$ cat config.mk
export PLATFORM = sky130hd
export DESIGN_NAME = tlmn_cfg
export DESIGN_NICKNAME = d
export VERILOG_FILES = /design/src/design/tlmn_pkg.sv /design/src/design/tlmn_cfg.sv
export SDC_FILE = /design/constraint.sdc
export NUM_CORES = 1
export LEC_CHECK = 0
export CAP_MARGIN = 20
export CORE_AREA = 2 2 77 135
export CTS_BUF_LIST = sky130_fd_sc_hd__clkbuf_2 sky130_fd_sc_hd__clkbuf_4 sky130_fd_sc_hd__clkbuf_8
export CTS_CLUSTER_DIAMETER = 150
export DETAILED_ROUTE_END_ITERATION = 6
export DIE_AREA = 0 0 79 137
export DONT_BUFFER_PORTS = 1
export PLACE_DENSITY_LB_ADDON = 0.12
export SLEW_MARGIN = 20
export SYNTH_ARGS = -nofsm -noshare
export SYNTH_HDL_FRONTEND = slang
export SYNTH_SLANG_ARGS = --single-unit
$ cat constraint.sdc
create_clock -name clk -period 2.05 [get_ports clk]
set_clock_uncertainty 0.2 [all_clocks]
set_input_delay 0.3075 -clock clk [delete_from_list [all_inputs] [get_ports clk]]
set_output_delay 0.3075 -clock clk [all_outputs]
set_load 0.1 [all_outputs]
$ cat src/design/tlmn_pkg.sv
package tlmn_pkg;

    // Lifecycle states of one track
    typedef enum logic [1:0] {
        ST_TENTATIVE = 2'd0,
        ST_CONFIRMED = 2'd1,
        ST_COASTING  = 2'd2,
        ST_DELETED   = 2'd3
    } life_state_t;

    // Event codes carried by op
    localparam logic [1:0] OP_START = 2'd0;
    localparam logic [1:0] OP_HIT   = 2'd1;
    localparam logic [1:0] OP_MISS  = 2'd2;

    // Register indexes, byte address 4 * index
    localparam logic [2:0] REG_HIT_NEED       = 3'd0;
    localparam logic [2:0] REG_WIN_LEN        = 3'd1;
    localparam logic [2:0] REG_COAST_LIMIT    = 3'd2;
    localparam logic [2:0] REG_QUALITY_ENABLE = 3'd3;
    localparam logic [2:0] REG_QUALITY_SPAN   = 3'd4;
    localparam logic [2:0] REG_MIN_HIT_RATIO  = 3'd5;
    localparam logic [2:0] REG_MAX_NIS        = 3'd6;
    localparam logic [2:0] REG_NIS_ALPHA      = 3'd7;

    localparam int ADDR_W = 5;

    // Configuration registers
    typedef struct packed {
        logic [5:0]  hit_need;
        logic [5:0]  win_len;
        logic [7:0]  coast_limit;
        logic        quality_enable;
        logic [5:0]  quality_span;
        logic [8:0]  min_hit_ratio_q8;
        logic [15:0] max_nis_q8;
        logic [15:0] nis_alpha_q16;
    } cfg_t;

    localparam cfg_t CFG_RESET = '{
        hit_need:         6'd3,
        win_len:          6'd5,
        coast_limit:      8'd10,
        quality_enable:   1'b0,
        quality_span:     6'd32,
        min_hit_ratio_q8: 9'd128,
        max_nis_q8:       16'd2560,
        nis_alpha_q16:    16'd6554
    };

    // NIS average after reset or start: 2.0 in Q8.8
    localparam logic [15:0] NIS_RESET = 16'd512;
    localparam logic [15:0] COUNT_MAX = 16'hFFFF;

endpackage

$ cat src/design/tlmn_cfg.sv
module tlmn_cfg (
    input  logic                        clk,
    input  logic                        rst_n,
    input  logic                        psel,
    input  logic                        penable,
    input  logic                        pwrite,
    input  logic [tlmn_pkg::ADDR_W-1:0] paddr,
    input  logic [31:0]                 pwdata,
    output logic [31:0]                 prdata,
    output logic                        pready,
    output tlmn_pkg::cfg_t              cfg
);
    import tlmn_pkg::*;

    cfg_t       cfg_reg;
    cfg_t       cfg_next;
    logic       wr_en;
    logic [2:0] reg_idx;

    assign pready  = 1'b1;
    assign wr_en   = psel && penable && pwrite;
    assign reg_idx = paddr[ADDR_W-1:2];
    assign cfg     = cfg_reg;

    // Decode the write transaction into the addressed register
    always_comb
    begin
        cfg_next = cfg_reg;
        if (wr_en)
        begin
            unique case (reg_idx)
                REG_HIT_NEED:       cfg_next.hit_need         = pwdata[5:0];
                REG_WIN_LEN:        cfg_next.win_len          = pwdata[5:0];
                REG_COAST_LIMIT:    cfg_next.coast_limit      = pwdata[7:0];
                REG_QUALITY_ENABLE: cfg_next.quality_enable   = pwdata[0];
                REG_QUALITY_SPAN:   cfg_next.quality_span     = pwdata[5:0];
                REG_MIN_HIT_RATIO:  cfg_next.min_hit_ratio_q8 = pwdata[8:0];
                REG_MAX_NIS:        cfg_next.max_nis_q8       = pwdata[15:0];
                REG_NIS_ALPHA:      cfg_next.nis_alpha_q16    = pwdata[15:0];
                default:            cfg_next = cfg_reg;
            endcase
        end
    end

    always_ff @(posedge clk or negedge rst_n)
    begin
        if (!rst_n)
        begin
            cfg_reg <= CFG_RESET;
        end
        else
        begin
            cfg_reg <= cfg_next;
        end
    end

    // Read back the addressed register
    always_comb
    begin
        unique case (reg_idx)
            REG_HIT_NEED:       prdata = 32'(cfg_reg.hit_need);
            REG_WIN_LEN:        prdata = 32'(cfg_reg.win_len);
            REG_COAST_LIMIT:    prdata = 32'(cfg_reg.coast_limit);
            REG_QUALITY_ENABLE: prdata = 32'(cfg_reg.quality_enable);
            REG_QUALITY_SPAN:   prdata = 32'(cfg_reg.quality_span);
            REG_MIN_HIT_RATIO:  prdata = 32'(cfg_reg.min_hit_ratio_q8);
            REG_MAX_NIS:        prdata = 32'(cfg_reg.max_nis_q8);
            REG_NIS_ALPHA:      prdata = 32'(cfg_reg.nis_alpha_q16);
            default:            prdata = '0;
        endcase
    end

endmodule

### Yosys cells after proc, flatten, opt, wreduce, memory -nomap -nowiden

Index checks and enable logic that the tools add are counted.

* bits in registers: 68
* bits of input ports: 42
* output and inout port bits: 101
* logic and storage cells: 27

* equality and inequality tests: 7
* muxes and demuxes: 1
* reductions and logical operators: 11

Operators by type and width (number)
* case mux 32 bit (8 select lines): 1
* AND reduction 2 bit: 8
* == test 3 bit, second input constant: 4
* == test 3 x 2 -> 1 bit, second input constant: 2
* == test 3 x 1 -> 1 bit, second input constant: 1
* zero test 3 bit: 1
* logical AND 1 bit: 2

### Logic depth before layout (Yosys ltp)

* word-level depth: 3
* gate-level depth with buffers: 6
* depth with buffers taken out: 4

### Worst setup path after synthesis

Ideal clock, no wire load.

* kind: register to output
* from: register cfg_reg, in the netlist cfg[33]
* to: output prdata[1]
* data arrival time: 3.587 ns
* data required time: 1.542 ns
* slack: -2.044 ns
* cell stages (with the launch flop): 5
* buffers on the path: 0
* cells stage by stage: dfrtp_1 mux2i_1 nor2_1 a21oi_1 a221oi_1

* word-level cells in the longest chain between the ends: 1

RTL lines
* start, declared: RTL line tlmn_cfg.sv:15 `cfg_t cfg_reg;`
* start signal, assigned: RTL line tlmn_cfg.sv:53 `cfg_reg <= cfg_next;`
* case mux 32 bit (8 select lines): RTL line tlmn_cfg.sv:60 `unique case (reg_idx)`
* end, declared: RTL line tlmn_cfg.sv:9 `output logic [31:0] prdata,`

No other way between the ends. The select of a mux whose other input is x is not followed.

### Worst setup path in the final report

* from: register cfg_reg, in the netlist cfg[1]
* to: output prdata[1]

The elaborated chain is that of the path after synthesis.

==> metrics.md <==
| Metric | Value |
|---|---|
| Root Driver | clkbuf_8 |
| Yosys top cell area share | a little under two fifths |
| Non-Filler Instances | ~500 |
| Post-Place Cell Area | 4520 sq um |
| Ranking of synthesized cells by area | dfrtp_1 (38%), mux2_2 (22%), dfstp_2 (13%) |
| Gr usage total | ~19% |
| YS warnings | 0 |
| Clock sink count | 68 |
| NumNets Final | about 410 |
| Initial DRC Count | between 80 and 90 |
| First-pass GRT wire length | about 15 mm |
| Unrepaired setup endpoints after global routing | true |
| Final Hold Fails | 0 |
| Worst EP required | roughly 1500 ps |
| #FFs+latches synth | about 70 |
| Die X | 79 um |
| FMAX | about 0.45 GHz |
| Diodes inserted | 0 |
| Max-slew violation count | 0 |
| CP top delay family | flip-flops |
| Cell taking the most area after synthesis | dfrtp_1 |
| Drt pass-1 iters | 4 |
| # H-tree levels | 3 |
| Leakage power | 0.00214 uW |
| Clock slew at reported path FFs | 80 ps |
| Core area | 9730 sq um |
| Failing checks | setup timing |
| Avg Synthesized Cell Area | 13.0 sq um |
| GP Congestion | approximately 0.8 |
| IO buf count | 0 |
| Main synth FF type | dfrtp_1 |
| Initial antenna violation count | 0 |
| Dpl ws | between 100 and 150 ps |
| Post-Syn Instances | 256 |
| Unique cell type count in the Yosys netlist | 33 |
| Via/cell ratio | slightly below 5 |
| DRC viols | 0 |
| Maximum capacitance violations | 0 |
| Crit start category | flop |
| GR Overflow Total | 0 |
| Final critical-path share of the clock period | 108% |
| Drt wl/cell | just over 20 um |
| CP peak stage delay | between 600 and 700 ps |
| Area Growth Syn to Fin | 47.7% |
| Setup ws final | -164 ps |
| FP Rows | 48 |
| Worst-Skew Late Latency | between 300 and 400 ps |
| CTS tree | done |
| Hpwl dp | 6.97 mm |
| Worst Path Buf+Inv | 1 |
| Die Footprint | 10800 sq um |
| Largest register FFs | 68 |
| Crit-path max FO | 2 |
| Pwr Total | about 6500 uW |
| Final WL | between 10 and 15 mm |
| Cells after DPL | 463 |
| Largest net degree at the start of global routing | roughly 70 |
| Antenna-violating nets left | 0 |
| Layout cells sized above 1 | 74.7% |
| Seq/Total Area, Yosys | between 50% and 60% |
| Starting Density | 34.3% |
| CP max stage cell | dfstp_4 |
| Min Tclk post-route | approximately 2200 ps |
| Status | complete, but fails checks |
| Fillers | slightly above 900 |
| Final Cell Area | roughly 4900 sq um |
| Clock Path Buffers | 2 |
| Top Ports | about 140 |
| # setup viols final | 3 |
| Worst EP arrival | between 1500 and 2000 ps |
| Hold Crit Class | in2reg |
| Crit end category | output port |
| Post-synth EDFFs | 0 |
| Setup CP Type | reg2out |
| Vias in the first global route | ~2600 |
| Critical-path cell list | mux2i_1 -> nor2_1 -> a21oi_2 -> a221oi_4 -> buf_12 |
| Vias | 2445 |
| Postcts setup bufs | 0 |
| Cell area power density | around 1300 nW/um^2 |
| CTS buffer count | 9 |
| Die H | approximately 140 um |
| Ys async rst share | 100% |
| Mapped Area | about 3300 sq um |
| VDD IR max | 675 uV |
==> cell type report <==
type	instances	area, sq um	area share [%]
inverter	2	10.0	0.203
clock inverter	3	15.0	0.305
sequential	68	1840	37.3
tap	125	156	3.18
timing repair buffer	112	1070	21.7
multi-input combinational	174	1680	34.1
clock buffer	13	160	3.25
==> report_power, final <==
group	internal, uW	total, uW	switching, uW
registers	1720	1870	147
clock network	508	1020	514
logic	793	3620	2820
total	3020	6500	3480
==> path summary, 6_finish.rpt <==
kind	startpoint	depth (start not counted)	endpoint	slack [ps]
worst max-delay path	cfg[1]	5	prdata[1]	-160
worst min-delay path	penable	3	cfg[32]	110
worst max register to register	cfg[58]	2	cfg[58]	680
worst min register to register	cfg[55]	1	cfg[55]	350
max in group asynchronous	rst_n	2	cfg[7]	990
min in group asynchronous	rst_n	2	cfg[30]	320
==> layer usage <==
| metal | track usage [%] | vias to the layer above | wire (um) |
|---|---|---|---|
| met5 | 0 | - | 0 |
| met2 | 35.1 | 79 | 5640 |
| met4 | 7.95 | 0 | 168 |
| met1 | 20.0 | 1230 | 3600 |
| li1 | - | 1123 | - |
| met3 | 6.00 | 13 | 601 |
==> through the flow <==
step | util, % | TNS, ps | hold slack (ps)
after floorplan | - | -773 | -188
after global placement | 46.4 | 0 | -187
after detailed placement | 46.4 | 0 | -187
after CTS | 50.5 | -269 | 92.6
after global routing | 50.6 | -468 | 115
final | 50.6 | -204 | 114
==> worst min-delay path, delay by kind of cell <==
kind             cells  cell delay (ps)
and+or+nand+nor      2              130
muxes                1              200
==> synth_stat cells, types with 4 or more instances <==
| cell type | count |
|---|---|
| dfrtp_1 | 51 |
| nand3_1 | 4 |
| buf_2 | 5 |
| buf_4 | 20 |
| a22oi_1 | 4 |
| nand2_1 | 7 |
| mux2_4 | 6 |
| mux2i_1 | 17 |
| mux2_2 | 65 |
| a21oi_1 | 4 |
| o22a_1 | 4 |
| nor2_1 | 17 |
| a211oi_1 | 5 |
| dfstp_2 | 17 |
==> placed cells by master, fill, tap and decap left out, drive strengths merged <==
| cell | instances |
|---|---|
| inv | 1 |
| a211oi | 5 |
| a31oi | 1 |
| nand2b | 2 |
| and2 | 2 |
| a22oi | 4 |
| mux2 | 71 |
| nand3 | 4 |
| o22a | 4 |
| nand4 | 2 |
| a21oi | 4 |
| nor3 | 2 |
| nand2 | 7 |
| o21ai | 3 |
| mux2i | 17 |
| clkbuf | 13 |
| dfstp | 17 |
| nor2b | 2 |
| conb | 17 |
| clkinv | 4 |
| or3 | 1 |
| dlygate4sd3 | 17 |
| o22ai | 2 |
| buf | 95 |
| nor2 | 20 |
| o21bai | 1 |
| dfrtp | 51 |
| a221oi | 3 |
==> logic make-up (layout without fill, tap and decap cells) <==
kind of cell	Yosys count	in the layout	share of synthesized area (%)
compound gates	27	27	5.70
mux	88	88	29.8
buf+inv	29	130	6.00
simple gates	42	42	6.64
other cells	2	17	0.225
flops	68	68	51.7
==> timing repair <==
action,4_1_cts,5_1_grt
pin swaps,7,7
hold endpoints to repair,136,0
resized for setup,4,3
setup endpoints to repair,7,8
hold buffers,18,0
No activity file was read; power rests on OpenSTA's default activity.
